--- config.mk ---
export PLATFORM = sky130hd
export DESIGN_NAME = token_bucket_packet_shaper_core
export DESIGN_NICKNAME = d
export VERILOG_FILES = /design/src/hw/rtl/tbps_pkg.sv /design/src/hw/rtl/token_bucket_packet_shaper_core.sv /design/src/hw/rtl/tbps_front.sv /design/src/hw/rtl/tbps_back.sv
export SDC_FILE = /design/constraint.sdc
export NUM_CORES = 1
export LEC_CHECK = 0
export BUFFER_PORTS_ARGS = -buffer_cell sky130_fd_sc_hd__buf_2
export CAP_MARGIN = 10
export CELL_PAD_IN_SITES_DETAIL_PLACEMENT = 0
export CELL_PAD_IN_SITES_GLOBAL_PLACEMENT = 2
export CORE_MARGIN = 1.5
export CORE_UTILIZATION = 46
export DETAILED_ROUTE_END_ITERATION = 10
export GPL_TIMING_DRIVEN = 0
export HOLD_SLACK_MARGIN = 0.03
export PLACE_DENSITY = 0.86
export SLEW_MARGIN = 20
export SYNTH_ARGS = -nofsm -noshare
export SYNTH_HDL_FRONTEND = slang
export SYNTH_SLANG_ARGS = --single-unit
--- constraint.sdc ---
create_clock -name clock -period 5.9 [get_ports clock]
set_clock_uncertainty 0.05 [all_clocks]
set_input_delay 1.18 -clock clock [delete_from_list [all_inputs] [get_ports clock]]
set_output_delay 1.18 -clock clock [all_outputs]
set_load 0.02 [all_outputs]
--- src/hw/rtl/tbps_pkg.sv ---
`timescale 1ns / 1ps
// Shared types and constants for the token bucket packet shaper.
// Depends on nothing; every other file of the shaper imports it.
package tbps_pkg;

   // Packet queue geometry.
   localparam int unsigned QUEUE_DEPTH = 16;
   localparam int unsigned QPTR_W      = $clog2(QUEUE_DEPTH);
   localparam int unsigned QCNT_W      = $clog2(QUEUE_DEPTH + 1);

   // Field widths.
   localparam int unsigned ID_W   = 16;
   localparam int unsigned TOK_W  = 16;

   // Command queue between the front and the back.
   localparam int unsigned CMDQ_DEPTH = 2;
   localparam int unsigned CMDQ_PTR_W = $clog2(CMDQ_DEPTH);
   localparam int unsigned CMDQ_CNT_W = $clog2(CMDQ_DEPTH + 1);

   // Operation codes.
   localparam logic OP_TICK   = 1'b0;
   localparam logic OP_ARRIVE = 1'b1;

   // Register map.
   localparam int unsigned CSR_ADDR_W      = 3;
   localparam logic        CSR_IDX_DEPTH   = 1'b0;
   localparam logic [TOK_W-1:0] DEPTH_RESET = 16'd10;

   // One classified command waiting for the back.
   typedef struct packed {
      logic             arrive;
      logic [ID_W-1:0]  packet_id;
      logic [TOK_W-1:0] tokens_needed;
   } cmd_type;

   // Front to back link.
   typedef struct packed {
      logic    valid;
      cmd_type cmd;
   } cmd_link_type;

endpackage

--- src/hw/rtl/token_bucket_packet_shaper_core.sv ---
`timescale 1ns / 1ps
// Top level of the token bucket packet shaper: register port, front and back.
// Depends on tbps_pkg, tbps_front and tbps_back.
//
// Channel   Handshake              Ports
// request   start high, busy low   req_operation, req_packet_id, req_tokens_needed
// response  rsp_strobe, one cycle  rsp_token_dropped .. rsp_queue_count
// register  psel/penable/pwrite    paddr, pwdata, prdata, pready
//
// A request that is taken waits in the command queue; the back then updates
// the bucket and packet queue and registers the result, marked by rsp_strobe.
// One request per cycle is sustained; the back finishes a command every cycle.
// busy rises only if the two entry command queue fills, which a steady flow of
// one request per cycle does not cause. Results cannot be stalled.
// Reset is synchronous and clears queues and bucket; bucket_depth returns to 10.
module token_bucket_packet_shaper_core import tbps_pkg::*; (
   input  logic                  clock,
   input  logic                  reset,
   input  logic                  start,
   output logic                  busy,
   input  logic                  req_operation,
   input  logic [ID_W-1:0]       req_packet_id,
   input  logic [TOK_W-1:0]      req_tokens_needed,
   output logic                  rsp_strobe,
   output logic                  rsp_token_dropped,
   output logic                  rsp_packet_released,
   output logic [ID_W-1:0]       rsp_released_id,
   output logic                  rsp_packet_refused,
   output logic [TOK_W-1:0]      rsp_bucket_level,
   output logic [QCNT_W-1:0]     rsp_queue_count,
   input  logic                  psel,
   input  logic                  penable,
   input  logic                  pwrite,
   input  logic [CSR_ADDR_W-1:0] paddr,
   input  logic [31:0]           pwdata,
   output logic [31:0]           prdata,
   output logic                  pready
);

   logic [TOK_W-1:0] depth_ff, depth_in;
   logic             csr_write;
   cmd_link_type     cmd_link;

   // Register port: always ready, register index from the word address.
   assign pready    = 1'b1;
   assign csr_write = psel && penable && pwrite;

   always_comb begin
      depth_in = depth_ff;
      if (csr_write && (paddr[2] == CSR_IDX_DEPTH)) begin
         depth_in = pwdata[TOK_W-1:0];
      end
   end

   always_comb begin
      prdata = '0;
      if (paddr[2] == CSR_IDX_DEPTH) begin
         prdata = {{(32-TOK_W){1'b0}}, depth_ff};
      end
   end

   always_ff @(posedge clock) begin
      if (reset) begin
         depth_ff <= DEPTH_RESET;
      end else begin
         depth_ff <= depth_in;
      end
   end

   tbps_front u_front (
      .clock             (clock),
      .reset             (reset),
      .start             (start),
      .busy              (busy),
      .req_operation     (req_operation),
      .req_packet_id     (req_packet_id),
      .req_tokens_needed (req_tokens_needed),
      .cmd_link          (cmd_link)
   );

   tbps_back u_back (
      .clock               (clock),
      .reset               (reset),
      .cmd_link            (cmd_link),
      .bucket_depth        (depth_ff),
      .rsp_strobe          (rsp_strobe),
      .rsp_token_dropped   (rsp_token_dropped),
      .rsp_packet_released (rsp_packet_released),
      .rsp_released_id     (rsp_released_id),
      .rsp_packet_refused  (rsp_packet_refused),
      .rsp_bucket_level    (rsp_bucket_level),
      .rsp_queue_count     (rsp_queue_count)
   );

endmodule

--- src/hw/rtl/tbps_front.sv ---
`timescale 1ns / 1ps
// Front part of the shaper: takes start transfers, classifies them and
// holds them in a short command queue. Depends on tbps_pkg.
module tbps_front import tbps_pkg::*; (
   input  logic             clock,
   input  logic             reset,
   input  logic             start,
   output logic             busy,
   input  logic             req_operation,
   input  logic [ID_W-1:0]  req_packet_id,
   input  logic [TOK_W-1:0] req_tokens_needed,
   output cmd_link_type     cmd_link
);

   cmd_type               q_ff [CMDQ_DEPTH];
   logic [CMDQ_PTR_W-1:0] wr_ptr_ff, wr_ptr_in;
   logic [CMDQ_PTR_W-1:0] rd_ptr_ff, rd_ptr_in;
   logic [CMDQ_CNT_W-1:0] count_ff, count_in;
   logic                  push;
   logic                  pop;
   cmd_type               new_cmd;

   // The queue refuses new transfers only when it is full.
   assign busy = (count_ff == CMDQ_CNT_W'(CMDQ_DEPTH));
   assign push = start && !busy;
   assign pop  = (count_ff != '0);

   // Classify the incoming item; fields that mean nothing on a tick are cleared.
   always_comb begin
      new_cmd.arrive        = (req_operation == OP_ARRIVE);
      new_cmd.packet_id     = new_cmd.arrive ? req_packet_id : '0;
      new_cmd.tokens_needed = new_cmd.arrive ? req_tokens_needed : '0;
   end

   // The back takes the head command in every cycle that one is present.
   assign cmd_link.valid = pop;
   assign cmd_link.cmd   = q_ff[rd_ptr_ff];

   // Pointer and occupancy updates.
   always_comb begin
      wr_ptr_in = wr_ptr_ff;
      rd_ptr_in = rd_ptr_ff;
      count_in  = count_ff;
      if (push) begin
         wr_ptr_in = (wr_ptr_ff == CMDQ_PTR_W'(CMDQ_DEPTH - 1)) ? '0 : wr_ptr_ff + 1'b1;
      end
      if (pop) begin
         rd_ptr_in = (rd_ptr_ff == CMDQ_PTR_W'(CMDQ_DEPTH - 1)) ? '0 : rd_ptr_ff + 1'b1;
      end
      if (push && !pop) begin
         count_in = count_ff + 1'b1;
      end else if (pop && !push) begin
         count_in = count_ff - 1'b1;
      end
   end

   always_ff @(posedge clock) begin
      if (reset) begin
         wr_ptr_ff <= '0;
         rd_ptr_ff <= '0;
         count_ff  <= '0;
      end else begin
         wr_ptr_ff <= wr_ptr_in;
         rd_ptr_ff <= rd_ptr_in;
         count_ff  <= count_in;
      end
   end

   // Command storage needs no reset.
   always_ff @(posedge clock) begin
      if (push) begin
         q_ff[wr_ptr_ff] <= new_cmd;
      end
   end

   // Occupancy never exceeds the queue depth.
   a_cnt_bound: assert property (@(posedge clock) disable iff (reset)
      count_ff <= CMDQ_CNT_W'(CMDQ_DEPTH))
      else $error("command queue overfilled");

   // A transfer taken while nothing drains raises the occupancy by one.
   a_cnt_push: assert property (@(posedge clock) disable iff (reset)
      (push && !pop) |=> (count_ff == $past(count_ff) + 1'b1))
      else $error("command queue count did not follow a push");

   // The pointers stay consistent with the occupancy.
   a_ptr_cnt: assert property (@(posedge clock) disable iff (reset)
      (count_ff == '0) |-> (wr_ptr_ff == rd_ptr_ff))
      else $error("command queue pointers differ while empty");

endmodule

--- src/hw/rtl/tbps_back.sv ---
`timescale 1ns / 1ps
// Back part of the shaper: token bucket, packet queue and result register.
// Depends on tbps_pkg; takes one command per cycle from tbps_front.
module tbps_back import tbps_pkg::*; (
   input  logic              clock,
   input  logic              reset,
   input  cmd_link_type      cmd_link,
   input  logic [TOK_W-1:0]  bucket_depth,
   output logic              rsp_strobe,
   output logic              rsp_token_dropped,
   output logic              rsp_packet_released,
   output logic [ID_W-1:0]   rsp_released_id,
   output logic              rsp_packet_refused,
   output logic [TOK_W-1:0]  rsp_bucket_level,
   output logic [QCNT_W-1:0] rsp_queue_count
);

   // Packet store: id in the upper half, token need in the lower half.
   logic [ID_W+TOK_W-1:0] store_ff [QUEUE_DEPTH];

   logic [TOK_W-1:0]  level_ff, level_in;
   logic [QPTR_W-1:0] head_ff, head_in;
   logic [QPTR_W-1:0] tail_ff, tail_in;
   logic [QCNT_W-1:0] count_ff, count_in;

   logic              strobe_ff;
   logic              dropped_ff, dropped_in;
   logic              released_ff, released_in;
   logic [ID_W-1:0]   rel_id_ff, rel_id_in;
   logic              refused_ff, refused_in;

   logic [TOK_W:0]    level_plus;
   logic [TOK_W-1:0]  level_tick;
   logic [TOK_W-1:0]  head_need;
   logic [ID_W-1:0]   head_id;
   logic              write_en;

   assign head_need = store_ff[head_ff][TOK_W-1:0];
   assign head_id   = store_ff[head_ff][ID_W+TOK_W-1:TOK_W];

   // Bucket and queue update for one command.
   always_comb begin
      level_in    = level_ff;
      head_in     = head_ff;
      tail_in     = tail_ff;
      count_in    = count_ff;
      dropped_in  = 1'b0;
      released_in = 1'b0;
      rel_id_in   = '0;
      refused_in  = 1'b0;
      write_en    = 1'b0;
      level_plus  = {1'b0, level_ff} + 1'b1;
      level_tick  = level_ff;
      if (cmd_link.valid) begin
         if (!cmd_link.cmd.arrive) begin
            // Add the token unless it takes the bucket above its depth.
            if (level_plus > {1'b0, bucket_depth}) begin
               dropped_in = 1'b1;
               level_tick = level_ff;
            end else begin
               level_tick = level_plus[TOK_W-1:0];
            end
            level_in = level_tick;
            // Release the head packet when the bucket covers its need.
            if ((count_ff != '0) && (head_need <= level_tick)) begin
               level_in    = level_tick - head_need;
               released_in = 1'b1;
               rel_id_in   = head_id;
               head_in     = (head_ff == QPTR_W'(QUEUE_DEPTH - 1)) ? '0 : head_ff + 1'b1;
               count_in    = count_ff - 1'b1;
            end
         end else begin
            // Enqueue the arrival or refuse it when the queue is full.
            if (count_ff == QCNT_W'(QUEUE_DEPTH)) begin
               refused_in = 1'b1;
            end else begin
               write_en = 1'b1;
               tail_in  = (tail_ff == QPTR_W'(QUEUE_DEPTH - 1)) ? '0 : tail_ff + 1'b1;
               count_in = count_ff + 1'b1;
            end
         end
      end
   end

   always_ff @(posedge clock) begin
      if (reset) begin
         level_ff  <= '0;
         head_ff   <= '0;
         tail_ff   <= '0;
         count_ff  <= '0;
         strobe_ff <= 1'b0;
      end else begin
         level_ff  <= level_in;
         head_ff   <= head_in;
         tail_ff   <= tail_in;
         count_ff  <= count_in;
         strobe_ff <= cmd_link.valid;
      end
   end

   // Result payload and packet store need no reset.
   always_ff @(posedge clock) begin
      dropped_ff  <= dropped_in;
      released_ff <= released_in;
      rel_id_ff   <= rel_id_in;
      refused_ff  <= refused_in;
      if (write_en) begin
         store_ff[tail_ff] <= {cmd_link.cmd.packet_id, cmd_link.cmd.tokens_needed};
      end
   end

   assign rsp_strobe          = strobe_ff;
   assign rsp_token_dropped   = dropped_ff;
   assign rsp_packet_released = released_ff;
   assign rsp_released_id     = rel_id_ff;
   assign rsp_packet_refused  = refused_ff;
   assign rsp_bucket_level    = level_ff;
   assign rsp_queue_count     = count_ff;

   // The waiting count never exceeds the queue depth.
   a_count_bound: assert property (@(posedge clock) disable iff (reset)
      count_ff <= QCNT_W'(QUEUE_DEPTH))
      else $error("packet queue overfilled");

   // Tail always leads head by the waiting count, modulo the depth.
   a_ptr_gap: assert property (@(posedge clock) disable iff (reset)
      tail_ff == QPTR_W'(head_ff + count_ff[QPTR_W-1:0]))
      else $error("packet queue pointers disagree with count");

   // A refusal never comes with a tick outcome.
   a_refuse_excl: assert property (@(posedge clock) disable iff (reset)
      rsp_strobe |-> !(rsp_packet_refused && (rsp_packet_released || rsp_token_dropped)))
      else $error("refusal mixed with tick result");

   // A release removes exactly one waiting packet.
   a_release_cnt: assert property (@(posedge clock) disable iff (reset)
      (cmd_link.valid && released_in) |=> (count_ff == $past(count_ff) - 1'b1))
      else $error("release did not lower the waiting count");

endmodule

**Word level (Yosys, flattened, before mapping)**

Memory sizes are Yosys's and may differ from the RTL's. A register that Yosys moved wholly into a read port is not among the register bits.
Index checks and enable logic that the tools add are counted.

- Add/subtract/negate cells: 10
- Order comparisons: 2
- Equality and inequality tests: 5
- Muxes and demuxes: 30
- Bitwise gates (word level): 5
- Reductions and logical operators: 21

Operators with widths:

| kind | count |
|---|---|
| $mux W16 | 7 |
| $add A16 B1 Y17 const B | 1 |
| $gt A17 B16 Y1 | 1 |
| $le A16 B16 Y1 | 1 |
| $mux W4 | 4 |
| $sub A16 B16 Y16 | 1 |
| $mux W5 | 3 |
| $mux W1 | 14 |
| $reduce_and A3 Y1 | 3 |
| $add A4 B1 Y4 const B | 2 |
| $eq A4 B4 Y1 const B | 2 |
| $logic_and A1 B1 Y1 | 7 |
| $reduce_bool A2 Y1 | 3 |
| $add A5 B1 Y5 const B | 1 |
| $eq A5 B5 Y1 const B | 1 |
| $not A1 Y1 | 5 |
| $reduce_bool A5 Y1 | 1 |
| $sub A5 B1 Y5 const B | 1 |
| $mux W2 | 2 |
| $reduce_and A2 Y1 | 2 |
| $logic_not A1 Y1 | 3 |
| $reduce_or A3 Y1 | 1 |
| $add A1 B1 Y1 const B | 2 |
| $add A2 B1 Y2 const B | 1 |
| 4 further kinds | 4 |

- Flip-flop bits (word level): 69
- Memory bits (writable): 578
- Memories kept: 2

Memories:

| memory | depth | width | rd ports | clocked after Yosys merged registers in | write ports | line | text |
|---|---|---|---|---|---|---|---|
| u_back.store_ff | 16 | 32 | 1 | 1 | 1 | tbps_back.sv:19 | `logic [ID_W+TOK_W-1:0] store_ff [QUEUE_DEPTH];` |
| u_front.q_ff | 2 | 33 | 1 | 1 | 1 | tbps_front.sv:15 | `cmd_type q_ff [CMDQ_DEPTH];` |

**Logic depth before layout (Yosys ltp)**

Gate-level depths: netlist of run 1.

- Depth in word-level cells: 10
- Depth in mapped cells: 29
- Depth with buffers taken out: 25

**Cells and area by module**

From an unflattened synthesis of run 1, not the netlist that was laid out.

- Cell total of the unflattened synthesis: 1498
- Area, all modules: 26920.8 um2

By module, submodules not included:

| module | instances | cells each | area each (um2) | seq. area each (um2) |
|---|---|---|---|---|
| tbps_back | 1 | 1228 | 23127.2 | 16435.8 |
| tbps_front | 1 | 164 | 2816.5 | 2082.0 |
| token_bucket_packet_shaper_core | 1 | 106 | 977.2 | 320.3 |

**Worst setup path after synthesis of run 1**

Ideal clock, no wire load.

- Kind: reg2reg
- Start: register u_back.level_ff[0], in the netlist u_back.rsp_bucket_level[0]
- End: register u_back.level_ff[11], in the netlist u_back.rsp_bucket_level[11]
- Setup time: 0.103 ns
- Data arrival time: 5.167 ns
- Required time: 5.747 ns
- Slack: 0.580 ns
- Stages on the path, launching flop included: 28
- Buffers on the path: 4
- Clock period less this slack: 5.320 ns
- Path through: dfxtp_1 ha_1 and3_1 and3_1 buf_4 and4_1 buf_2 nand3_2 xnor2_2 ha_1 nand4_1 nor2_1 nand3_1 a21boi_1 nor2_2 buf_2 nand2_1 xnor2_1 ha_1 a21oi_1 o221ai_2 o21bai_1 a211oi_4 nand2_4 inv_2 buf_2 a311oi_1 a2111oi_2

- Word-level cells in the longest chain between the ends: 8
- Elaborated cells between the ends (all ways): 9
- Those cells by class: add/sub (2); order compare (2); mux (4); reduce/logical (1)

Ends and longest elaborated chain:

| element | line | text |
|---|---|---|
| start: declaration | tbps_back.sv:21 | `logic [TOK_W-1:0] level_ff, level_in;` |
| start signal: assignment | tbps_back.sv:93 | `level_ff <= level_in;` |
| $add A16 B1 Y17 | tbps_back.sv:52 | `level_plus = {1'b0, level_ff} + 1'b1;` |
| $gt A17 B16 Y1 | tbps_back.sv:57 | `if (level_plus > {1'b0, bucket_depth}) begin` |
| $mux W16 (*) | tbps_back.sv:57 |  |
| $mux W16 (*) | tbps_back.sv:55 | `if (!cmd_link.cmd.arrive) begin` |
| $mux W16 (*) | tbps_back.sv:54 | `if (cmd_link.valid) begin` |
| $le A16 B16 Y1 | tbps_back.sv:65 | `if ((count_ff != '0) && (head_need <= level_tick)) begin` |
| $logic_and A1 B1 Y1 | tbps_back.sv:65 |  |
| $mux W16 (*) | tbps_back.sv:65 |  |

Mark *: on every way between the ends. The rest lies on a longest branch, timed or not. The select of a mux whose other input is x is not followed.
A chain may end at the register's enable or synchronous reset.

**Worst setup path in the final report of run 1**

Same ends and word-level chain as after synthesis.

==> results.json, run 1 <==
{
  "critical_path.slowest_cell": "dfxtp_4",
  "cells_along_the_critical_path": "ha_4 -> and3_4 -> and3_1 -> buf_4 -> and4_1 -> buf_2 -> nand3_2 -> xnor2_2 -> ha_1 -> nand4_1 -> nor2_4 -> nand3_1 -> a21boi_2 -> nor2_4 -> buf_4 -> mux2_2 -> ha_1 -> nor2b_1 -> o31a_1 -> o21ai_2 -> o31ai_2 -> a41oi_1 -> nand2_1 -> a2111oi_2",
  "antenna_left": 0,
  "cp_required_ps": 6340,
  "total_non_filler_cell_area_in_the_finished_layout_um2": 31700,
  "postSynth.asyncResetShare_pct": 0,
  "clockPowerShare_pct": 36.7,
  "internal_power_mw": 8.71,
  "grt_pass1_vias": 14800,
  "avgSynthCellArea_um2": 17.9,
  "fin_total_pwr_mw": 11.6,
  "achievable-frequency_mhz": 179,
  "wl_um": 64600,
  "hold-worst-slack_ps": 405,
  "ir_drop_mv": 0.291,
  "crit_arrival_ps": 6020,
  "timing.hold.worst.start": "depth_ff[12]",
  "timing.rr.start": "u_back.rsp_bucket_level[0]",
  "predominant_post_synthesis_flop_cell": "edfxtp_1",
  "flow.area_growth_from_synthesis_pct": 18.7,
  "fill_cells": 4376,
  "synth_enable_flop_cells": 578,
  "relSlewSlack_pct": 27.1,
  "worstHoldEndpoint": "depth_ff[12]",
  "area_after_detailed_placement_um2": 29200,
  "number_of_distinct_library_cell_variants_in_the_gate_level_netlist_after_synthesis": 71,
  "fin_crit_sh_pct": 94.6,
  "die_height_um": 244,
  "seq_area_frac_synth_pct": 70.5,
  "r2r_cells": 24,
  "timing.critical_path.fanout_max": 7,
  "worstSetupEndpointType": "flop",
  "dp.final_hpwl_um": 42600,
  "die-area_um2": 59600,
  "cts_max_path_buffers": 3,
  "hold_violation_count_in_the_final_report": 0,
  "combPwrFrac_pct": 14.1,
  "chipWidth_um": 244,
  "power_switching_share_pct": 25.2,
  "gp_routability_congestion": 0.840,
  "worstReg2RegEnd": "u_back.rsp_bucket_level[11]",
  "placement_rows": 88,
  "power.net_switching_mw": 2.93,
  "seq_power_share_pct": 49.2,
  "route.detailed.vias_per_inst": 5.72,
  "first_pass_grt_wire_length_um": 94900,
  "finalMaxSlewViolations": 0,
  "cp-start-kind": "flop",
  "status": "completed",
  "io_buffer_count": 111,
  "area_of_the_multi_input_gates_um2": 7570,
  "p_per_area_nw_per_um2": 367,
  "timing_worst_setup_path_type": "reg -> reg",
  "hold_path.class": "reg -> reg",
  "grt_start_max_net_pins": 24,
  "clock-sinks": 652,
  "drt-initial-drc-count": 1557,
  "io_pins": 149,
  "worst_skew_pair.late_latency_ps": 610,
  "grtUsageTotal_pct": 21.9,
  "grt_antenna_before_repair": 3,
  "syn-instance-count": 1490,
  "final_period_minus_worst_setup_slack_ps": 5580,
  "critPathMaxStageDelay_ps": 410,
  "globalRoute.totalOverflow": 0,
  "final-seq-area_um2": 18900,
  "setup.reg_to_reg.worst_slack_ps": 320,
  "cts.root.buffer_cell": "clkbuf_16",
  "whs_path_depth": 2,
  "remaining_drc_errors": 0,
  "num_vias": 14700,
  "yosys_warnings": 0,
  "clk_pin_slew_ps": 50,
  "clock_buffers_created_by_tritoncts": 68,
  "core_region_area_um2": 57600,
  "wl_per_cell_um": 25.2,
  "worst_pin_slew_ps": 1090,
  "leakage_power_summed_over_all_cells_nw": 10.7,
  "summed_instance_area_of_the_synthesized_netlist_um2": 26700,
  "detail_route.first_pass.iterations": 5,
  "drive_above_1_share_pct": 31.3,
  "max_cap_viol_count": 0,
  "num_antenna_cells": 0,
  "start_util_pct": 46.4,
  "finalSetupViolCount": 0,
  "tritoncts": "done",
  "postSynthRegisterBits": 652,
  "cts-htree-levels": 3,
  "finish.net_count": 1863
}
==> per-stage QoR <==
stage               instances  worst slack, ps  TNS (ps)  utilization (%)
floorplan                1505              580         0                -
global placement         2381            -1610   -228080             49.1
detailed placement       2426             -873    -31980             50.8
CTS                      2554            0.512         0             54.8
global route             2562            -33.3      -140             55.1
finish                   2562              318         0             55.1
==> how the worst max path moves through the flow <==
stage                                     startpoint                           to  slack (ps)
after global placement                          flop        u_back.store_ff[3][2]       -1610
after CTS                 u_back.rsp_bucket_level[1]  u_back.rsp_bucket_level[11]         0.5
after detailed placement  u_back.rsp_bucket_level[0]   u_back.rsp_released_id[11]        -870
final                     u_back.rsp_bucket_level[0]  u_back.rsp_bucket_level[11]         320
after floorplan           u_back.rsp_bucket_level[0]  u_back.rsp_bucket_level[11]         580
after global routing      u_back.rsp_bucket_level[2]  u_back.rsp_bucket_level[15]         -30
==> cell usage after synthesis, drive strengths merged, types with 21 or more instances <==
| library cell | n | area (um^2) |
|---|---|---|
| mux4 | 160 | 3600 |
| a21oi | 59 | 303 |
| mux2 | 34 | 383 |
| clkbuf | 45 | 169 |
| and2 | 34 | 213 |
| dfxtp | 74 | 1480 |
| and3 | 21 | 131 |
| nand2 | 74 | 288 |
| inv | 48 | 180 |
| buf | 47 | 270 |
| edfxtp | 578 | 17400 |
| ha | 42 | 526 |
| xnor2 | 32 | 288 |
| nor2 | 74 | 288 |
==> layout make-up <==
type	instances	share of cell area, %
Clock buffer	94	5.86
Inverter	49	0.580
Buffer	92	1.44
Timing Repair Buffer	170	4.66
Multi-Input combinational cell	712	23.9
Sequential cell	652	59.4
Clock inverter	28	1.15
Tap cell	765	3.02
==> worst max-delay path: cells and delay by family, from the launching register on <==
kind | cells | cell delay [ps]
AND/OR/NAND/NOR | 10 | 1650
AO/OA/AOI/OAI | 6 | 1560
adder cells (fa/ha/maj) | 3 | 780
buffers and inverters | 3 | 480
flip-flops | 1 | 410
multiplexers | 1 | 370
XOR/XNOR | 1 | 180
==> flip-flops by register name, summed over array words and instances (netlist names), 4 cells and up, named ones only <==
| signal | cells |
|---|---|
| u_front.q_ff | 66 |
| u_back.tail_ff | 4 |
| u_back.head_ff | 4 |
| u_back.rsp_bucket_level | 15 |
| u_back.rsp_released_id | 16 |
| depth_ff | 16 |
| u_back.rsp_queue_count | 5 |
| u_back.store_ff | 512 |
==> kinds of logic (layout without fill, tap and decap cells) <==
kind of cell               Yosys count  count (layout)  share of synthesized area [%]
DFF                                652             652                           70.5
and+or+nand+nor                    262             262                           4.83
muxes                              197             197                           15.0
AOI/OAI and AO/OA                  141             141                           3.50
buffers and inverters              141             433                           2.33
xor gates and xnor gates            51              51                           1.70
adders and majority gates           44              44                           2.12
other                                2              17                         0.0281
==> metal layers <==
layer  track usage, %  routed length [um]
met1             29.4               26100
met2             35.6               31200
met3             4.89                5480
met4             6.59                1730
met5            0.735                  54
==> cells in the final DEF, fill, tap and decap left out, types with 5 or more instances in the layout <==
cell	synthesis	final
a21oi_1	57	56
nand4_1	11	11
conb_1	2	17
clkinv_1	1	8
buf_2	18	128
o32ai_1	6	6
mux2_2	34	34
clkbuf_2	0	6
buf_16	0	19
xnor2_1	31	30
inv_1	46	46
nor3_2	0	5
clkinv_2	0	6
edfxtp_1	578	578
mux4_2	160	160
nand3_1	16	16
nor2_4	1	16
buf_12	0	6
buf_1	10	7
a21o_1	7	7
dfxtp_1	74	68
clkbuf_1	45	62
and3_1	21	19
buf_4	19	48
nor2_1	72	56
o21a_1	6	6
xor2_1	19	19
and2_1	34	34
o21ai_0	13	13
buf_6	0	6
bufinv_16	0	6
ha_1	42	38
nand2_1	72	72
clkbuf_16	0	69
nor3_1	10	5
==> power by group through the flow <==
stage / combinational (mW) / clock, mW / sequential (mW)
global route: 1.79 / 4.50 / 5.75
floorplan: 0.996 / 0 / 5.82
global placement: 1.46 / 0 / 5.83
detailed placement: 1.60 / 0 / 5.82
finish: 1.64 / 4.26 / 5.73
CTS: 1.62 / 4.34 / 5.73
==> repair_timing <==
action                                  in CTS  in global routing
gates resized for setup                     11                 31
buffers inserted                             6                  7
gates cloned                                 0                  0
hold buffers                                 0                  0
endpoints found under the setup margin      46                 45
pin swaps                                    3                 10
endpoints found under the hold margin        0                  0
Note: power is estimated with default switching activity, not from simulation.
==> run 2: changes to the inputs <==
Settings changed: GPL_TIMING_DRIVEN 0 to 1.
==> results.json, run 2 (same netlist as run 1, synthesis figures left out) <==
{
  "power.net_switching_mw": 2.84,
  "remaining_drc_errors": 0,
  "critPathMaxStageDelay_ps": 410,
  "finalSetupViolCount": 0,
  "power_switching_share_pct": 25.0,
  "io_pins": 149,
  "clock-sinks": 652,
  "num_vias": 14000,
  "largest_register_ff_count": 512,
  "fin_total_pwr_mw": 11.3,
  "finalMaxSlewViolations": 0,
  "ir_drop_mv": 0.369,
  "final_cell_mix": "edfxtp_1 (578), mux4_2 (160), buf_2 (113), nand2_1 (72)",
  "cts.root.buffer_cell": "clkbuf_16",
  "total_non_filler_cell_area_in_the_finished_layout_um2": 30600,
  "core_region_area_um2": 57600,
  "cts-htree-levels": 3,
  "globalRoute.totalOverflow": 0,
  "io_buffer_count": 113,
  "status": "completed",
  "first_pass_grt_wire_length_um": 88400,
  "hold_violation_count_in_the_final_report": 0,
  "worstSetupEndpointType": "flop",
  "die_height_um": 244,
  "grt_antenna_before_repair": 0,
  "clock_buffers_created_by_tritoncts": 67,
  "detail_route.first_pass.iterations": 5,
  "finish.cell_count_without_fillers": 2461,
  "largest_register": "u_back.store_ff",
  "critical_path.slowest_cell": "a211oi_4",
  "chipWidth_um": 244,
  "combPwrFrac_pct": 13.5,
  "internal_power_mw": 8.51,
  "seq_power_share_pct": 50.4,
  "hold_path.class": "reg -> reg",
  "biggestRegsByFlops": "u_back.store_ff (512), u_front.q_ff (66)",
  "timing.rr.start": "u_back.rsp_bucket_level[0]",
  "flow.area_growth_from_synthesis_pct": 14.4,
  "cells_along_the_critical_path": "ha_1 -> and3_1 -> and3_1 -> and4_2 -> nand2_1 -> xnor2_1 -> ha_1 -> nand4_1 -> nor2_1 -> nand3_1 -> a21boi_2 -> or2_2 -> nor2_1 -> xor2_1 -> ha_2 -> nand4_1 -> o21bai_2 -> a211oi_4 -> nand2_4 -> clkinv_2 -> nand2_1 -> or3_1 -> a21oi_1",
  "grtUsageTotal_pct": 20.0,
  "final_period_minus_worst_setup_slack_ps": 5570,
  "die-area_um2": 59600,
  "route.detailed.vias_per_inst": 5.69,
  "start_util_pct": 46.4,
  "hold-worst-slack_ps": 407,
  "grt_pass1_vias": 14200,
  "wl_per_cell_um": 23.9,
  "crit_arrival_ps": 6030,
  "fin_crit_sh_pct": 94.3,
  "dp.final_hpwl_um": 34000,
  "worst_slack_ps": 335,
  "layout_commonest_cell": "edfxtp_1",
  "wl_um": 58700,
  "worst_skew_pair.late_latency_ps": 600,
  "leakage_power_summed_over_all_cells_nw": 10.2,
  "relSlewSlack_pct": 30.4,
  "gp_routability_congestion": 0.782,
  "setup.worst_path.start": "u_back.rsp_bucket_level[0]",
  "clk_pin_slew_ps": 60,
  "area_after_detailed_placement_um2": 28400,
  "finish.net_count": 1763,
  "cp_required_ps": 6360,
  "cp-start-kind": "flop",
  "tns_ps": 0,
  "fin_util_pct": 53.1,
  "p_per_area_nw_per_um2": 371,
  "worst_pin_slew_ps": 1040,
  "place_inst": 2341,
  "max_cap_viol_count": 0,
  "num_antenna_cells": 0,
  "tritoncts": "done",
  "antenna_left": 0,
  "grt_start_max_net_pins": 57,
  "drt-initial-drc-count": 1169,
  "drive_above_1_share_pct": 29.6,
  "achievable-frequency_mhz": 180,
  "timing_worst_setup_path_type": "reg -> reg",
  "clockPowerShare_pct": 36.1,
  "timing.hold.worst.start": "depth_ff[7]",
  "placement_rows": 88,
  "timing.critical_path.fanout_max": 11,
  "cts_max_path_buffers": 3,
  "cts-hold-fix-buffers": 0,
  "pre_cts_ws_ps": 144
}
run 2: changes by cell type in the layout (fill, tap and decap cells not counted), moves of 3 or more:
cell	previous run	this run
clkinv_2	6	16
clkinv_1	8	11
buf_12	6	2
buf_6	6	1
buf_2	128	113
ha_1	38	41
clkbuf_2	6	0
clkbuf_1	62	11
buf_16	19	0
buf_1	7	0
run 2: final cells by class:
type,instances,area (um^2)
repair buffers,163,970
inverters,49,185
well taps,765,957
clock inverters,37,328
multi-input cells,712,7480
flip-flops and latches,652,18800
fillers,4453,27000
clock buffers,83,1810
run 2: power groups by stage:
stage	clock network, mW	logic, mW	registers, mW
after detailed placement	0	1.52	5.82
after global placement	0	1.47	5.80
after floorplan	0	0.996	5.82
after CTS	4.19	1.53	5.72
final	4.10	1.53	5.72
after global routing	4.36	1.67	5.74
run 2: layer usage:
layer / up-vias / routed length [um] / track usage, % / share of wire, %
met4: 0 / 1180 / 5.28 / 2.0
met5: - / 0 / 0 / 0
met2: 500 / 28400 / 32.3 / 48
li1: 6178 / - / - / -
met3: 83 / 4010 / 3.62 / 6.8
met1: 7236 / 25200 / 28.1 / 43
run 2: what timing repair did:
item	in CTS	in global routing
setup endpoints to repair	0	19
resized for setup	0	11
buffers inserted	0	0
run 2: worst max-delay path, delay by kind of cell, from the launching register on:
kind | cells | cell delay, ps
AOI/OAI and AO/OA | 4 | 1090
xor gates and xnor gates | 2 | 400
adders and majority gates | 3 | 780
buffers and inverters | 1 | 170
DFF | 1 | 340
and+or+nand+nor | 13 | 2630
run 2: worst paths after layout:
kind | end | slack (ps) | cells past startpoint
setup / recovery | u_back.head_ff[3] | 330 | 23
hold / removal | depth_ff[7] | 410 | 2
setup reg to reg | u_back.head_ff[3] | 330 | 23
hold reg to reg | depth_ff[7] | 410 | 2
